$ cat src/sv/tss_pkg.sv
// Shared types and constants of the task state scheduler.
package tss_pkg;

    // Table size and owner width
    localparam int TASK_SLOTS = 16;
    localparam int OWNER_BITS = 8;

    localparam int SLOT_W = $clog2(TASK_SLOTS);
    localparam int CNT_W  = $clog2(TASK_SLOTS + 1);
    localparam int CMP_W  = ((SLOT_W > 4) ? SLOT_W : 4) + 1;
    localparam int SUM_W  = CNT_W + 2;

    // Request kinds
    typedef enum logic [1:0] {
        M_CREATE = 2'd0,
        M_BLOCK  = 2'd1,
        M_WAKE   = 2'd2,
        M_KILL   = 2'd3
    } t_mode;

    // Slot states
    typedef enum logic [1:0] {
        SL_FREE  = 2'd0,
        SL_RUN   = 2'd1,
        SL_BLOCK = 2'd2,
        SL_READY = 2'd3
    } t_slot_st;

    // Response codes
    typedef enum logic [3:0] {
        ST_OK      = 4'd0,
        ST_EMPTY   = 4'd1,
        ST_ALLBLK  = 4'd2,
        ST_NOBLK   = 4'd3,
        ST_OWNER   = 4'd4,
        ST_FREE    = 4'd5,
        ST_STATE   = 4'd6,
        ST_BADID   = 4'd7,
        ST_REFUSED = 4'd8,
        ST_FULL    = 4'd9
    } t_status;

    // Sequencer states
    typedef enum logic [2:0] {
        S_IDLE,
        S_CHECK,
        S_FIND,
        S_REMOVE,
        S_DISP,
        S_HEAD,
        S_FINISH
    } t_state;

    // Slot table write request
    typedef struct packed {
        logic              en;
        logic [SLOT_W-1:0] idx;
        t_slot_st          st;
    } t_tbl_wr;

endpackage

$ cat src/sv/tss_intf.sv
// Request and response channel interfaces of the task state scheduler.
interface tss_req_if;
    logic       valid;
    logic       ready;
    logic [1:0] mode;
    logic [7:0] owner;
    logic [3:0] task_slot;
    logic       admit;

    modport source (output valid, mode, owner, task_slot, admit, input ready);
    modport sink   (input valid, mode, owner, task_slot, admit, output ready);
endinterface

interface tss_rsp_if;
    logic       valid;
    logic       ready;
    logic [3:0] status;
    logic [3:0] new_task;
    logic       run_valid;
    logic [3:0] run_task;

    modport source (output valid, status, new_task, run_valid, run_task, input ready);
    modport sink   (input valid, status, new_task, run_valid, run_task, output ready);
endinterface

$ cat src/sv/tss_ram.sv
// Generic one-write one-read RAM with registered read data.
module tss_ram #(
    parameter int DATA_W = 8,
    parameter int DEPTH  = 16,
    localparam int ADDR_W = $clog2(DEPTH)
) (
    input  logic              i_clk,
    input  logic              i_we,
    input  logic [ADDR_W-1:0] i_waddr,
    input  logic [DATA_W-1:0] i_wdata,
    input  logic [ADDR_W-1:0] i_raddr,
    output logic [DATA_W-1:0] o_rdata
);

    logic [DATA_W-1:0] r_mem [DEPTH];
    logic [DATA_W-1:0] r_rdata;

    // Write port
    always_ff @(posedge i_clk) begin
        if (i_we) begin
            r_mem[i_waddr] <= i_wdata;
        end
    end

    // Registered read port
    always_ff @(posedge i_clk) begin
        r_rdata <= r_mem[i_raddr];
    end

    assign o_rdata = r_rdata;

endmodule

$ cat src/sv/tss_slot_tbl.sv
// Slot state table: one state per slot in flops, cleared to free at reset.
module tss_slot_tbl (
    input  logic                        i_clk,
    input  logic                        i_rst_n,
    input  logic [tss_pkg::SLOT_W-1:0]  i_rd_idx,
    output tss_pkg::t_slot_st           o_rd_st,
    input  tss_pkg::t_tbl_wr            i_wr
);

    tss_pkg::t_slot_st r_st [tss_pkg::TASK_SLOTS];

    // State update, all slots free after reset
    always_ff @(posedge i_clk) begin
        if (!i_rst_n) begin
            for (int k = 0; k < tss_pkg::TASK_SLOTS; k++) begin
                r_st[k] <= tss_pkg::SL_FREE;
            end
        end else if (i_wr.en) begin
            r_st[i_wr.idx] <= i_wr.st;
        end
    end

    // Single read port at the sequencer's index
    assign o_rd_st = r_st[i_rd_idx];

endmodule

$ cat src/sv/task_state_scheduler_core.sv
// Top level of the task state scheduler: request sequencer over slot table and ready list.
// A request is taken in IDLE; an admitted create scans FIND for the lowest free slot, others
// pass CHECK and a ready-list removal walks REMOVE; DISP then fetches the ready head via HEAD
// and walks REMOVE to dispatch it if nothing runs, at most one list walk per request; FINISH
// loads the response. One request at a time; a stalled response holds FINISH.
// Reset: synchronous, active low; all slots free, counters zero, nothing running.
module task_state_scheduler_core (
    input  logic        i_clk,
    input  logic        i_rst_n,
    tss_req_if.sink     i_req,
    tss_rsp_if.source   o_rsp
);

    localparam int SW = tss_pkg::SLOT_W;
    localparam int CW = tss_pkg::CNT_W;
    localparam int OW = tss_pkg::OWNER_BITS;

    tss_pkg::t_state  r_state, n_state;
    tss_pkg::t_mode   r_mode, n_mode;
    tss_pkg::t_status r_status, n_status;
    logic [OW-1:0]    r_owner, n_owner;
    logic [3:0]       r_slot_in, n_slot_in;
    logic [SW-1:0]    r_idx, n_idx;
    logic [SW-1:0]    r_new, n_new;
    logic [CW-1:0]    r_rdy_cnt, n_rdy_cnt;
    logic [CW-1:0]    r_blk_cnt, n_blk_cnt;
    logic             r_run, n_run;
    logic [SW-1:0]    r_run_slot, n_run_slot;
    logic [SW-1:0]    r_ptr, n_ptr;
    logic [SW-1:0]    r_pos, n_pos;
    logic             r_iss, n_iss;
    logic             r_dv, n_dv;
    logic             r_found, n_found;
    logic [SW-1:0]    r_tgt, n_tgt;
    logic             r_disp, n_disp;
    logic             r_out_vld, n_out_vld;
    logic [3:0]       r_out_status, n_out_status;
    logic [3:0]       r_out_new, n_out_new;
    logic             r_out_run, n_out_run;
    logic [3:0]       r_out_run_task, n_out_run_task;

    tss_pkg::t_tbl_wr  tbl_wr;
    tss_pkg::t_slot_st tbl_st;
    logic              own_we;
    logic [OW-1:0]     own_rdata;
    logic              lst_we;
    logic [SW-1:0]     lst_waddr;
    logic [SW-1:0]     lst_wdata;
    logic [SW-1:0]     lst_raddr;
    logic [SW-1:0]     lst_rdata;
    logic [CW-1:0]     cnt_m1;
    logic              is_empty;
    logic              bad_id;

    // Slot state table
    tss_slot_tbl u_tbl (
        .i_clk    (i_clk),
        .i_rst_n  (i_rst_n),
        .i_rd_idx (r_idx),
        .o_rd_st  (tbl_st),
        .i_wr     (tbl_wr)
    );

    // Owner store, read at the incoming slot so the data is there in CHECK
    tss_ram #(.DATA_W(OW), .DEPTH(tss_pkg::TASK_SLOTS)) u_owner (
        .i_clk   (i_clk),
        .i_we    (own_we),
        .i_waddr (r_idx),
        .i_wdata (r_owner),
        .i_raddr (SW'(i_req.task_slot)),
        .o_rdata (own_rdata)
    );

    // Ready list in FIFO order
    tss_ram #(.DATA_W(SW), .DEPTH(tss_pkg::TASK_SLOTS)) u_list (
        .i_clk   (i_clk),
        .i_we    (lst_we),
        .i_waddr (lst_waddr),
        .i_wdata (lst_wdata),
        .i_raddr (lst_raddr),
        .o_rdata (lst_rdata)
    );

    assign cnt_m1   = r_rdy_cnt - CW'(1);
    assign is_empty = !r_run && (r_rdy_cnt == '0) && (r_blk_cnt == '0);
    assign bad_id   = (tss_pkg::CMP_W'(r_slot_in) >=
                       tss_pkg::CMP_W'(tss_pkg::TASK_SLOTS));

    assign i_req.ready     = (r_state == tss_pkg::S_IDLE);
    assign o_rsp.valid     = r_out_vld;
    assign o_rsp.status    = r_out_status;
    assign o_rsp.new_task  = r_out_new;
    assign o_rsp.run_valid = r_out_run;
    assign o_rsp.run_task  = r_out_run_task;

    // Sequencer: next state and datapath control
    always_comb begin
        n_state        = r_state;
        n_mode         = r_mode;
        n_status       = r_status;
        n_owner        = r_owner;
        n_slot_in      = r_slot_in;
        n_idx          = r_idx;
        n_new          = r_new;
        n_rdy_cnt      = r_rdy_cnt;
        n_blk_cnt      = r_blk_cnt;
        n_run          = r_run;
        n_run_slot     = r_run_slot;
        n_ptr          = r_ptr;
        n_pos          = r_pos;
        n_iss          = r_iss;
        n_dv           = r_dv;
        n_found        = r_found;
        n_tgt          = r_tgt;
        n_disp         = r_disp;
        n_out_vld      = r_out_vld;
        n_out_status   = r_out_status;
        n_out_new      = r_out_new;
        n_out_run      = r_out_run;
        n_out_run_task = r_out_run_task;
        tbl_wr         = '0;
        own_we         = 1'b0;
        lst_we         = 1'b0;
        lst_waddr      = '0;
        lst_wdata      = '0;
        lst_raddr      = '0;

        // Output beat taken
        if (r_out_vld && o_rsp.ready) begin
            n_out_vld = 1'b0;
        end

        unique case (r_state)
            tss_pkg::S_IDLE: begin
                if (i_req.valid) begin
                    n_mode    = tss_pkg::t_mode'(i_req.mode);
                    n_owner   = OW'(i_req.owner);
                    n_slot_in = i_req.task_slot;
                    n_idx     = SW'(i_req.task_slot);
                    n_new     = '0;
                    n_status  = tss_pkg::ST_OK;
                    if (tss_pkg::t_mode'(i_req.mode) == tss_pkg::M_CREATE) begin
                        if (!i_req.admit) begin
                            n_status = tss_pkg::ST_REFUSED;
                            n_state  = tss_pkg::S_DISP;
                        end else begin
                            n_idx   = '0;
                            n_state = tss_pkg::S_FIND;
                        end
                    end else begin
                        n_state = tss_pkg::S_CHECK;
                    end
                end
            end

            // Scan for the lowest free slot
            tss_pkg::S_FIND: begin
                if (tbl_st == tss_pkg::SL_FREE) begin
                    tbl_wr.en  = 1'b1;
                    tbl_wr.idx = r_idx;
                    tbl_wr.st  = tss_pkg::SL_READY;
                    own_we     = 1'b1;
                    lst_we     = 1'b1;
                    lst_waddr  = SW'(r_rdy_cnt);
                    lst_wdata  = r_idx;
                    n_rdy_cnt  = r_rdy_cnt + CW'(1);
                    n_new      = r_idx;
                    n_status   = tss_pkg::ST_OK;
                    n_state    = tss_pkg::S_DISP;
                end else if (r_idx == SW'(tss_pkg::TASK_SLOTS - 1)) begin
                    n_status = tss_pkg::ST_FULL;
                    n_state  = tss_pkg::S_DISP;
                end else begin
                    n_idx = r_idx + SW'(1);
                end
            end

            // Checks in priority order, then the state change
            tss_pkg::S_CHECK: begin
                n_state = tss_pkg::S_DISP;
                n_tgt   = r_idx;
                n_disp  = 1'b0;
                n_ptr   = '0;
                n_iss   = 1'b1;
                n_dv    = 1'b0;
                n_found = 1'b0;
                if (is_empty) begin
                    n_status = tss_pkg::ST_EMPTY;
                end else if (r_mode == tss_pkg::M_BLOCK && !r_run && r_rdy_cnt == '0) begin
                    n_status = tss_pkg::ST_ALLBLK;
                end else if (r_mode == tss_pkg::M_WAKE && r_blk_cnt == '0) begin
                    n_status = tss_pkg::ST_NOBLK;
                end else if (bad_id) begin
                    n_status = tss_pkg::ST_BADID;
                end else if (own_rdata != r_owner) begin
                    n_status = tss_pkg::ST_OWNER;
                end else if (tbl_st == tss_pkg::SL_FREE) begin
                    n_status = tss_pkg::ST_FREE;
                end else begin
                    tbl_wr.idx = r_idx;
                    unique case (r_mode)
                        tss_pkg::M_BLOCK: begin
                            if (tbl_st == tss_pkg::SL_BLOCK) begin
                                n_status = tss_pkg::ST_STATE;
                            end else begin
                                tbl_wr.en = 1'b1;
                                tbl_wr.st = tss_pkg::SL_BLOCK;
                                n_blk_cnt = r_blk_cnt + CW'(1);
                                if (tbl_st == tss_pkg::SL_RUN) begin
                                    n_run = 1'b0;
                                end else begin
                                    n_state = tss_pkg::S_REMOVE;
                                end
                            end
                        end
                        tss_pkg::M_WAKE: begin
                            if (tbl_st != tss_pkg::SL_BLOCK) begin
                                n_status = tss_pkg::ST_STATE;
                            end else begin
                                tbl_wr.en = 1'b1;
                                tbl_wr.st = tss_pkg::SL_READY;
                                if (r_blk_cnt != '0) begin
                                    n_blk_cnt = r_blk_cnt - CW'(1);
                                end
                                lst_we    = 1'b1;
                                lst_waddr = SW'(r_rdy_cnt);
                                lst_wdata = r_idx;
                                n_rdy_cnt = r_rdy_cnt + CW'(1);
                            end
                        end
                        tss_pkg::M_KILL: begin
                            tbl_wr.en = 1'b1;
                            tbl_wr.st = tss_pkg::SL_FREE;
                            if (tbl_st == tss_pkg::SL_RUN) begin
                                n_run = 1'b0;
                            end else if (tbl_st == tss_pkg::SL_BLOCK) begin
                                if (r_blk_cnt != '0) begin
                                    n_blk_cnt = r_blk_cnt - CW'(1);
                                end
                            end else begin
                                n_state = tss_pkg::S_REMOVE;
                            end
                        end
                        default: begin
                            n_state = tss_pkg::S_DISP;
                        end
                    endcase
                end
            end

            // Walk the ready list: find the target, then shift later entries down
            tss_pkg::S_REMOVE: begin
                lst_raddr = r_ptr;
                if (r_iss) begin
                    n_dv  = 1'b1;
                    n_pos = r_ptr;
                    if (CW'(r_ptr) == cnt_m1) begin
                        n_iss = 1'b0;
                    end else begin
                        n_ptr = r_ptr + SW'(1);
                    end
                end else begin
                    n_dv = 1'b0;
                end
                if (r_dv) begin
                    if (r_found) begin
                        lst_we    = 1'b1;
                        lst_waddr = r_pos - SW'(1);
                        lst_wdata = lst_rdata;
                    end else if (lst_rdata == r_tgt) begin
                        n_found = 1'b1;
                    end
                    if (CW'(r_pos) == cnt_m1) begin
                        n_rdy_cnt = cnt_m1;
                        n_iss     = 1'b0;
                        n_dv      = 1'b0;
                        if (r_disp) begin
                            tbl_wr.en  = 1'b1;
                            tbl_wr.idx = r_tgt;
                            tbl_wr.st  = tss_pkg::SL_RUN;
                            n_run      = 1'b1;
                            n_run_slot = r_tgt;
                            n_state    = tss_pkg::S_FINISH;
                        end else begin
                            n_state = tss_pkg::S_DISP;
                        end
                    end
                end
            end

            // Nothing running and the ready list not empty: fetch the ready head, else finish
            tss_pkg::S_DISP: begin
                lst_raddr = '0;
                if (!r_run && r_rdy_cnt != '0) begin
                    n_state = tss_pkg::S_HEAD;
                end else begin
                    n_state = tss_pkg::S_FINISH;
                end
            end

            tss_pkg::S_HEAD: begin
                n_tgt   = lst_rdata;
                n_disp  = 1'b1;
                n_ptr   = '0;
                n_iss   = 1'b1;
                n_dv    = 1'b0;
                n_found = 1'b0;
                n_state = tss_pkg::S_REMOVE;
            end

            // Load the response register once it is free
            tss_pkg::S_FINISH: begin
                if (!r_out_vld || o_rsp.ready) begin
                    n_out_vld      = 1'b1;
                    n_out_status   = r_status;
                    n_out_new      = 4'(r_new);
                    n_out_run      = r_run;
                    n_out_run_task = r_run ? 4'(r_run_slot) : 4'd0;
                    n_state        = tss_pkg::S_IDLE;
                end
            end

            default: begin
                n_state = tss_pkg::S_IDLE;
            end
        endcase
    end

    // State register
    always_ff @(posedge i_clk) begin
        if (!i_rst_n) begin
            r_state    <= tss_pkg::S_IDLE;
            r_rdy_cnt  <= '0;
            r_blk_cnt  <= '0;
            r_run      <= 1'b0;
            r_run_slot <= '0;
            r_iss      <= 1'b0;
            r_dv       <= 1'b0;
            r_out_vld  <= 1'b0;
        end else begin
            r_state    <= n_state;
            r_rdy_cnt  <= n_rdy_cnt;
            r_blk_cnt  <= n_blk_cnt;
            r_run      <= n_run;
            r_run_slot <= n_run_slot;
            r_iss      <= n_iss;
            r_dv       <= n_dv;
            r_out_vld  <= n_out_vld;
        end
    end

    // Payload and walk registers
    always_ff @(posedge i_clk) begin
        r_mode         <= n_mode;
        r_status       <= n_status;
        r_owner        <= n_owner;
        r_slot_in      <= n_slot_in;
        r_idx          <= n_idx;
        r_new          <= n_new;
        r_ptr          <= n_ptr;
        r_pos          <= n_pos;
        r_found        <= n_found;
        r_tgt          <= n_tgt;
        r_disp         <= n_disp;
        r_out_status   <= n_out_status;
        r_out_new      <= n_out_new;
        r_out_run      <= n_out_run;
        r_out_run_task <= n_out_run_task;
    end

    // A finished list walk always removes exactly one entry
    a_remove_one: assert property (@(posedge i_clk) disable iff (!i_rst_n)
        ($past(r_state) == tss_pkg::S_REMOVE && r_state != tss_pkg::S_REMOVE)
            |-> (r_rdy_cnt == $past(r_rdy_cnt) - CW'(1)))
        else $error("ready count not decremented by list walk");

    // Ready, blocked and running tasks never outnumber the slots
    a_task_sum: assert property (@(posedge i_clk) disable iff (!i_rst_n)
        (r_state == tss_pkg::S_CHECK) |->
            ((tss_pkg::SUM_W'(r_rdy_cnt) + tss_pkg::SUM_W'(r_blk_cnt) +
              tss_pkg::SUM_W'(r_run)) <= tss_pkg::SUM_W'(tss_pkg::TASK_SLOTS)))
        else $error("task counts exceed table size");

    // A walk never starts on an empty ready list
    a_walk_nonempty: assert property (@(posedge i_clk) disable iff (!i_rst_n)
        (r_state == tss_pkg::S_REMOVE) |-> (r_rdy_cnt != '0))
        else $error("ready list walk on empty list");

endmodule

$ cat src/flat_wrapper.sv
// flat-port wrapper written by rule: the top's interface ports become plain ports
module task_state_scheduler_core_flat 
  (i_clk, i_rst_n, i_req_valid, i_req_mode, i_req_owner, i_req_task_slot, i_req_admit, i_req_ready, o_rsp_valid, o_rsp_status, o_rsp_new_task, o_rsp_run_valid, o_rsp_run_task, o_rsp_ready);
  tss_req_if i_req_i ();
  tss_rsp_if o_rsp_i ();
  input  logic i_clk;
  input  logic i_rst_n;
  input wire logic [$bits(i_req_i.valid)-1:0] i_req_valid;
  input wire logic [$bits(i_req_i.mode)-1:0] i_req_mode;
  input wire logic [$bits(i_req_i.owner)-1:0] i_req_owner;
  input wire logic [$bits(i_req_i.task_slot)-1:0] i_req_task_slot;
  input wire logic [$bits(i_req_i.admit)-1:0] i_req_admit;
  output wire logic [$bits(i_req_i.ready)-1:0] i_req_ready;
  output wire logic [$bits(o_rsp_i.valid)-1:0] o_rsp_valid;
  output wire logic [$bits(o_rsp_i.status)-1:0] o_rsp_status;
  output wire logic [$bits(o_rsp_i.new_task)-1:0] o_rsp_new_task;
  output wire logic [$bits(o_rsp_i.run_valid)-1:0] o_rsp_run_valid;
  output wire logic [$bits(o_rsp_i.run_task)-1:0] o_rsp_run_task;
  input wire logic [$bits(o_rsp_i.ready)-1:0] o_rsp_ready;
  assign i_req_i.valid = i_req_valid;
  assign i_req_i.mode = i_req_mode;
  assign i_req_i.owner = i_req_owner;
  assign i_req_i.task_slot = i_req_task_slot;
  assign i_req_i.admit = i_req_admit;
  assign i_req_ready = i_req_i.ready;
  assign o_rsp_valid = o_rsp_i.valid;
  assign o_rsp_status = o_rsp_i.status;
  assign o_rsp_new_task = o_rsp_i.new_task;
  assign o_rsp_run_valid = o_rsp_i.run_valid;
  assign o_rsp_run_task = o_rsp_i.run_task;
  assign o_rsp_i.ready = o_rsp_ready;
  task_state_scheduler_core u_core (.i_clk(i_clk), .i_rst_n(i_rst_n), .i_req(i_req_i), .o_rsp(o_rsp_i));
endmodule
$ cat config.mk
export PLATFORM = sky130hd
export DESIGN_NAME = task_state_scheduler_core_flat
export DESIGN_NICKNAME = d
export VERILOG_FILES = /design/src/sv/tss_pkg.sv /design/src/sv/tss_intf.sv /design/src/sv/tss_ram.sv /design/src/sv/tss_slot_tbl.sv /design/src/sv/task_state_scheduler_core.sv /design/src/flat_wrapper.sv
export SDC_FILE = /design/constraint.sdc
export NUM_CORES = 1
export LEC_CHECK = 0
export BUFFER_PORTS_ARGS = -buffer_cell sky130_fd_sc_hd__buf_2
export CAP_MARGIN = 0
export CORE_AREA = 2 2 167 210
export CTS_CLUSTER_SIZE = 8
export DETAILED_ROUTE_END_ITERATION = 16
export DIE_AREA = 0 0 169 212
export GPL_TIMING_DRIVEN = 0
export MAX_ROUTING_LAYER = met4
export PLACE_DENSITY = 0.59
export SLEW_MARGIN = 20
export SYNTH_ARGS = -nofsm -noshare
export SYNTH_HDL_FRONTEND = slang
export SYNTH_HIERARCHICAL = 1
export SYNTH_SLANG_ARGS = --single-unit
$ cat constraint.sdc
create_clock -name i_clk -period 6 [get_ports i_clk]
set_input_delay 0.6 -clock i_clk [delete_from_list [all_inputs] [get_ports i_clk]]
set_output_delay 0.6 -clock i_clk [all_outputs]
set_load 0.01 [all_outputs]
== Word level (Yosys, flattened, before mapping) ==
Memory sizes are Yosys's and may differ from the RTL's. A register that Yosys moved wholly into a read port is not among the register bits.
Index checks and enable logic that the tools add are counted.
Cells by class
  eq/ne operators: 44
  bitwise gates (word level): 5
  reductions and logical operators: 39
  muxes and demuxes: 156
  add/sub/neg operators: 7
Operators with widths (number)
  2-to-1 mux 4 bit: 44
  2-to-1 mux 5 bit: 15
  2-to-1 mux 7 bit: 9
  2-to-1 mux 3 bit: 17
  2-to-1 mux 1 bit: 44
  case mux 4 bit (2 select lines): 5
  case mux 4 bit (3 select lines): 3
  AND reduction 11 bit: 3
  case mux 5 bit (3 select lines): 2
  inequality test 2 bit, second input constant: 14
  case mux 3 bit (7 select lines): 1
  case mux 7 bit (3 select lines): 1
  inequality test 2 x 1 -> 1 bit, second input constant: 8
  case mux 1 bit (2 select lines): 6
  adder 5 x 1 -> 5 bit, second input constant: 2
  == test 4 x 5 -> 1 bit: 2
  logical NOT 5 bit: 2
  2-to-1 mux 2 bit: 5
  nonzero test 5 bit: 2
  subtractor 5 x 1 -> 5 bit, second input constant: 2
  == test 3 bit, second input constant: 3
  nonzero test 3 bit: 3
  adder 4 x 1 -> 4 bit, second input constant: 2
  inequality test 8 x 1 -> 1 bit, second input constant: 1
  28 further kinds: 55
Word-level totals
  memories: 3
  bits of input ports: 19
  output and inout bits: 15
  flip-flop bits (word level): 70
  bits in writable memories: 224
  word-level logic and storage cells: 276
Memories
  u_core.u_owner.r_mem: depth 16, bits a word 8, rd ports 1, clocked after Yosys merged registers in 1, write ports 1, line tss_ram.sv:15  | logic [DATA_W-1:0] r_mem [DEPTH];
  u_core.u_list.r_mem: depth 16, bits a word 4, rd ports 1, clocked after Yosys merged registers in 1, write ports 1, line tss_ram.sv:15
  u_core.u_tbl.r_st: depth 16, bits a word 2, rd ports 1, clocked after Yosys merged registers in 1, write ports 16, line tss_slot_tbl.sv:10  | tss_pkg::t_slot_st r_st [tss_pkg::TASK_SLOTS];

== Depth between registers and ports, before layout ==
Gate-level depths: netlist of the first run.
  depth after elaboration: 14
  gate-level depth with buffers: 14
  depth with buffers taken out: 12

== By module ==
Netlist of the first run, hierarchy kept.
By module, submodules not included
  tss_ram at u_core.u_owner: area an instance 5147.4 µm², cells each 229, times used 1, seq. area each 4003.8 µm²
  task_state_scheduler_core: area an instance 3956.3 µm², cells each 377, times used 1, seq. area each 1891.8 µm²
  tss_ram at u_core.u_list: area an instance 2666.3 µm², cells each 130, times used 1, seq. area each 2001.9 µm²
  tss_slot_tbl: area an instance 1670.4 µm², cells each 129, times used 1, seq. area each 960.9 µm²

== Worst setup path before layout of the first run ==
Ideal clock, no wire load.
  path type: register -> register
  start point: register, netlist name u_core/r_idx[0]
  end point: memory u_core/u_list/r_mem[0][0] (netlist bit), enable pin
  library setup time: 0.361 ns
  period minus slack after synthesis: 3.754 ns
  data required time: 5.639 ns
  path slack: 2.246 ns
  arrival time: 3.393 ns
  path buffers: 1
  cell stages (with the launch flop): 13
  path through: edfxtp_1 -> buf_6 -> mux4_2 -> a22oi_1 -> nand3_1 -> inv_1 -> ha_1 -> nor3_4 -> nand4_2 -> nand2_1 -> a22o_1 -> or3b_2 -> nor3_1
RTL lines (line)
  end, declared: tss_ram.sv:15

==> results.json, run 1 <==
{
  "status": "complete, no violations",
  "ir_drop_uv": 194,
  "antenna_found_initial": 0,
  "clk_pin_slew_ns": 0.05,
  "cts_tree": "yes",
  "rows": 76,
  "avgSynthCellArea_um2": 15.5,
  "io_buffers": 33,
  "synth.area.top_cells": "edfxtp_1 (61%), mux4_1 (6.3%), dfxtp_1 (4.9%), mux4_2 (4.0%), nor2_1 (2.0%)",
  "ctsResizeCount": 0,
  "ios": 34,
  "cap_violations": 0,
  "cts_root_buf": "clkbuf_16",
  "worstPathCellList": "clkbuf_1, mux4_2, a22oi_1, nand3_1, inv_1, ha_1, nor3_4, nand4_2, nand2_1, a22o_1, or3b_2, nor3_1",
  "slowest_stage": "edfxtp_1",
  "grt_pass1_vias": 7871,
  "htreeDepth": 2,
  "totalWireLength_um": 29900,
  "power_density_mw_per_mm2": 393,
  "syn-instance-count": 865,
  "track_usage_pct": 17.5,
  "postCtsSetupRepairBufs": 0,
  "drive_gt1_share_pct": 15.9,
  "required_ns": 6.19,
  "die_h_um": 212,
  "place_congestion": 0.857,
  "crit_fanout": 14,
  "hold_buffers": 0,
  "drc_errors": 0,
  "cellLeakagePower_nw": 5.47,
  "fp.dieW_um": 169,
  "vias": 7650,
  "slew_headroom_pct": 42.1,
  "synth-edff-count": 273,
  "syn-num-nets": 897,
  "synth.largest_area_cell": "edfxtp_1",
  "min_path_type": "in2reg",
  "slew_viol_final": 0,
  "tightestPinTransition_ns": 0.865,
  "end_kind": "flop",
  "slowest_delay_ns": 0.82,
  "grt_max_degree": 18,
  "ys_warn_count": 6,
  "postSynth.asyncResetShare_pct": 0,
  "grt_pass1_wl_um": 45800,
  "ys_seq_area_share_pct": 65.9,
  "wl_per_cell_um": 21.3,
  "drtIter0Drc": 442,
  "firstDrtPassIters": 5,
  "totalNegativeSetupSlack_ns": 0,
  "period_share_pct": 80.4,
  "core_mm2": 0.0340,
  "arrival_ns": 5.01,
  "skew_ns": 0.0210,
  "ys_top_cells_by_count": "edfxtp_1 (273), nor2_1 (70), nand2_1 (48)",
  "clock_path_buffers": 3,
  "fmax_mhz": 207,
  "viasPerCell": 5.46,
  "hold_viol": 0,
  "start_util_pct": 39.5,
  "syn_area_mm2": 0.0134,
  "syn2layout_area_growth_pct": 14.8,
  "grt_overflow_total": 0,
  "finalSetupViolations": 0,
  "clock_latency_ns": 0.55,
  "synth.distinct_cells": 73,
  "die_area_mm2": 0.0358,
  "synth_top_area_share_pct": 61.0,
  "fillerInstances": 3008,
  "fin_nets": 977,
  "cts_sinks": 306,
  "synth_seq_cells": 306,
  "power_mw": 6.06,
  "numCtsBuffers": 44,
  "yosys_most_used_dff": "edfxtp_1",
  "ant_nets": 0,
  "min_period_ns": 4.82,
  "diodes": 0,
  "yosysMostFrequentCell": "edfxtp_1",
  "path_class": "reg2reg",
  "grt_setup_unrepaired": "no",
  "hpwl_um": 20200,
  "cp-start-kind": "flop"
}
worst paths after layout:
kind,from,end,slack [ns],cells after the start
worst min register to register,u_core/r_new[1],u_core/o_rsp.new_task[1],0.41,0
worst min-delay path,i_req_owner[7],u_core/r_owner[7],0.24,1
worst max-delay path,u_core/r_idx[1],u_core/u_list/r_mem[0][0],1.18,12
worst max register to register,u_core/r_idx[1],u_core/u_list/r_mem[0][0],1.18,12
flip-flops by register name, indices dropped and copies added, names as in the netlist, 5 cells and up:
register and count:
u_core/r_owner 8, u_core/u_list/r_mem 64, u_core/r_blk_cnt 5, u_core/u_owner/o_rdata 8, u_core/u_tbl/r_st 32, u_core/r_rdy_cnt 5, u_core/u_owner/r_mem 128
metrics by stage:
step | worst slack, ns | cell area, um2 | cells | hold WS, ns | utilization, %
final | 1.18 | 15400 | 1401 | 0.239 | 45.3
after global routing | 0.892 | 15400 | 1401 | 0.223 | 45.3
after CTS | 1.22 | 15400 | 1401 | 0.221 | 45.3
after detailed placement | 1.24 | 14200 | 1328 | 0.405 | 41.6
after global placement | 1.15 | 14100 | 1327 | 0.406 | 41.5
after floorplan | 2.25 | 13400 | 865 | 0.400 | -
critical path, delay by kind of cell (launching register included):
kind	cells	cell delay (ns)
AO/OA/AOI/OAI	2	0.55
multiplexers	1	0.39
adder cells (fa/ha/maj)	1	0.32
buffers and inverters	2	0.57
AND/OR/NAND/NOR	6	1.78
flip-flops	1	0.82
final cells by class:
cell class                      count  area, um2  area share [%]
Buffer                             39        253            1.64
Inverter                           15       56.3           0.365
Clock inverter                      4       53.8           0.349
Clock buffer                       69       1190            7.75
Timing Repair Buffer               34        173            1.12
Tap cell                          429        537            3.48
Sequential cell                   306       8860            57.4
Multi-Input combinational cell    505       4300            27.9
report_power, final:
group	internal [mW]	switching, mW	total, mW	leakage (nW)
Sequential	2.59	0.229	2.82	2.85
Clock	1.36	0.873	2.23	0.597
Combinational	0.395	0.610	1.00	2.02
Total	4.35	1.71	6.06	5.47
kinds of logic after synthesis:
| family | share of synthesized area [%] |
|---|---|
| and+or+nand+nor | 11.2 |
| adders and majority gates | 1.27 |
| AOI/OAI and AO/OA | 5.40 |
| buffers and inverters | 2.30 |
| muxes | 11.5 |
| DFF | 65.9 |
| xor gates and xnor gates | 2.38 |
layer usage:
layer | part of all wire (%) | routed length, um | vias up | global-route usage, %
li1 | - | - | 3549 | -
met1 | 41 | 12200 | 3851 | 20.6
met2 | 52 | 15600 | 184 | 30.7
met3 | 3.8 | 1130 | 66 | 2.87
met4 | 3.1 | 929 | 0 | 6.37
met5 | 0 | 0 | - | -
placed cells by master, fill, tap and decap left out, types with 5 or more instances in the layout:
cell type,n
a21o_1,5
inv_1,15
nand2b_1,15
nand3_1,24
nor3_2,6
dfxtp_1,33
buf_2,38
mux4_1,32
clkbuf_16,44
ha_1,12
and2_1,26
nor2b_1,11
nor2_1,70
xnor2_1,21
edfxtp_1,273
mux4_2,24
xor2_1,13
a21oi_1,11
nor3_1,13
mux2i_1,12
clkbuf_1,43
and3_1,27
o21ai_0,25
nand2_1,48
buf_6,7
a22oi_1,25
nand4_1,7
a22o_1,12
Power figures use the tool's default switching activity.
==> inputs of run 2 (changes only) <==
Settings changed: PLACE_DENSITY 0.59 to 0.61.
Clock period 6 ns to 4.1 ns, I/O delays scaled along.
==> run 2 against run 1 <==
Against the previous run:
- worst setup slack worse by 1.0 ns
- clock-buffer cell count is 8 higher
- register-to-register slack worse by 1.0 ns
- worst hold slack worse by 0.19 ns
- global-route usage is 0.089 points lower
- combinational power is 51% higher
- critical path depth is 2 lower
- sequential share of layout area is 0.65 points lower
- wire length is 0.54% higher
- first-iteration DRC count is 9.0% lower
- power is 49% higher
- final cell count is 0.79% higher
- largest cell class unchanged
- largest power group unchanged
==> results.json, run 2 (synthesis gave the netlist of run 1 again) <==
{
  "cap_violations": 0,
  "slowest_stage": "nor2_1",
  "path_depth": 10,
  "status": "complete, no violations",
  "drtIter0Drc": 402,
  "viasPerCell": 5.39,
  "cp-start-kind": "flop",
  "cellLeakagePower_nw": 5.54,
  "reg2reg_depth": 10,
  "r2r-start": "u_core/r_idx[0]",
  "start_util_pct": 39.5,
  "grt_max_degree": 18,
  "cts_root_buf": "clkbuf_16",
  "path_class": "reg2reg",
  "internal-power_mw": 6.50,
  "diodes": 0,
  "grt_pass1_wl_um": 45800,
  "arrival_ns": 4.13,
  "r2r_slack_ns": 0.14,
  "combPwrFrac_pct": 16.8,
  "swShare_pct": 27.9,
  "switching_power_mw": 2.51,
  "ir_drop_uv": 334,
  "antenna_found_initial": 0,
  "largest_reg_flops": 128,
  "hold_ws_ns": 0.0484,
  "grt_setup_unrepaired": "yes",
  "die_h_um": 212,
  "grt_overflow_total": 0,
  "tightestPinTransition_ns": 0.899,
  "finalSetupViolations": 0,
  "slew_headroom_pct": 39.8,
  "fin_nets": 981,
  "required_ns": 4.27,
  "htreeDepth": 2,
  "slew_viol_final": 0,
  "crit_fanout": 8,
  "hpwl_um": 20500,
  "min_period_ns": 3.96,
  "worstSetupEndpoint": "u_core/u_owner/r_mem[2][4]",
  "skew_ns": 0.0255,
  "met2_usage_pct": 31.9,
  "vias": 7607,
  "seqPwrFrac_pct": 45.3,
  "clock_path_buffers": 3,
  "core_mm2": 0.0340,
  "r2r_end": "u_core/u_owner/r_mem[2][4]",
  "cts_tree": "yes",
  "cts_sinks": 306,
  "period_share_pct": 96.6,
  "ios": 34,
  "setup_slack_ns": 0.141,
  "reg.largest.list": "u_core/u_owner/r_mem x128, u_core/u_list/r_mem x64, u_core/u_tbl/r_st x32",
  "final_common_cell": "edfxtp_1",
  "hold_buffers": 0,
  "drc_errors": 0,
  "place_congestion": 0.897,
  "worstPathCellList": "buf_6, mux4_2, a22oi_1, nand3_1, inv_1, ha_1, nand2_1, inv_1, or3b_2, nor2_1",
  "fmax_mhz": 253,
  "mostFrequentLayoutCells": "edfxtp_1 (273), nor2_1 (59), clkbuf_1 (49)",
  "use_met1_pct": 19.3,
  "end_kind": "flop",
  "crit_start": "u_core/r_idx[0]",
  "place_inst": 1330,
  "cpLargestDelayFamily": "simple AND/OR/NAND/NOR gates",
  "finalNonFillerCells": 1412,
  "die_area_mm2": 0.0358,
  "preCtsSetupSlack_ns": -0.680,
  "grt_use_met3_pct": 3.22,
  "hp-start": "i_req_owner[6]",
  "rows": 76,
  "regMostFlops": "u_core/u_owner/r_mem",
  "ant_nets": 0,
  "fp.dieW_um": 169,
  "busiest_layer": "met2",
  "syn2layout_area_growth_pct": 16.1,
  "p_clk_share_pct": 37.9,
  "slowest_delay_ns": 0.69,
  "wl_per_cell_um": 21.3,
  "worst-path-buf-inv": 3,
  "min_path_type": "in2reg",
  "drive_gt1_share_pct": 18.2,
  "clock_latency_ns": 0.56,
  "grt_pass1_vias": 7808,
  "hold_viol": 0,
  "io_buffers": 33,
  "clk_pin_slew_ns": 0.05,
  "numCtsBuffers": 44,
  "firstDrtPassIters": 5,
  "cpMostUsedCell": "inv_1",
  "power_density_mw_per_mm2": 578,
  "totalWireLength_um": 30000,
  "track_usage_pct": 17.5
}
run 2: cell type report:
cell class | instances | area (um2)
clock inverters | 3 | 70.1
flip-flops and latches | 306 | 8860
fillers | 3007 | 18400
clock buffers | 77 | 1250
repair buffers | 39 | 210
multi-input cells | 505 | 4370
well taps | 429 | 537
inverters | 15 | 56.3
plain buffers | 38 | 249
run 2: power by group through the flow:
stage / combinational, mW / sequential, mW / clock (mW)
floorplan: 1.09 / 4.02 / 0
global placement: 1.44 / 4.15 / 0
detailed placement: 1.46 / 4.17 / 0
CTS: 1.51 / 4.08 / 3.51
global route: 1.66 / 4.12 / 3.64
finish: 1.51 / 4.08 / 3.42
run 2: repair_timing:
item,4_1_cts,5_1_grt
gates resized for setup,7,15
pin swaps,0,1
buffers inserted,2,1
endpoints found under the setup margin,251,88
run 2: worst min path at each step:
stage	to	slack, ns	depth (start not counted)
after CTS	u_core/r_owner[5]	0.03	1
after floorplan	u_core/o_rsp.new_task[0]	0.40	0
after global routing	u_core/r_owner[3]	0.04	1
final	u_core/r_owner[6]	0.05	1
after detailed placement	u_core/o_rsp.status[0]	0.40	0
after global placement	u_core/o_rsp.new_task[1]	0.40	0
run 2: per-stage QoR:
step	utilization [%]	cell area [um2]	total power [mW]	setup TNS, ns
global placement	41.5	14100	5.58	-39.14
CTS	45.7	15500	9.10	-0.00907
global route	45.8	15600	9.42	-1.65
detailed placement	41.7	14200	5.63	-43.94
floorplan	-	13400	5.11	0
finish	45.8	15600	9.02	0
run 2: metal layers:
metal | vias to the layer above | part of all wire [%] | routed length (um)
met5 | - | 0 | 0
met4 | 0 | 2.5 | 757
met3 | 51 | 3.6 | 1070
met2 | 145 | 54 | 16300
met1 | 3846 | 40 | 11900
li1 | 3565 | - | -
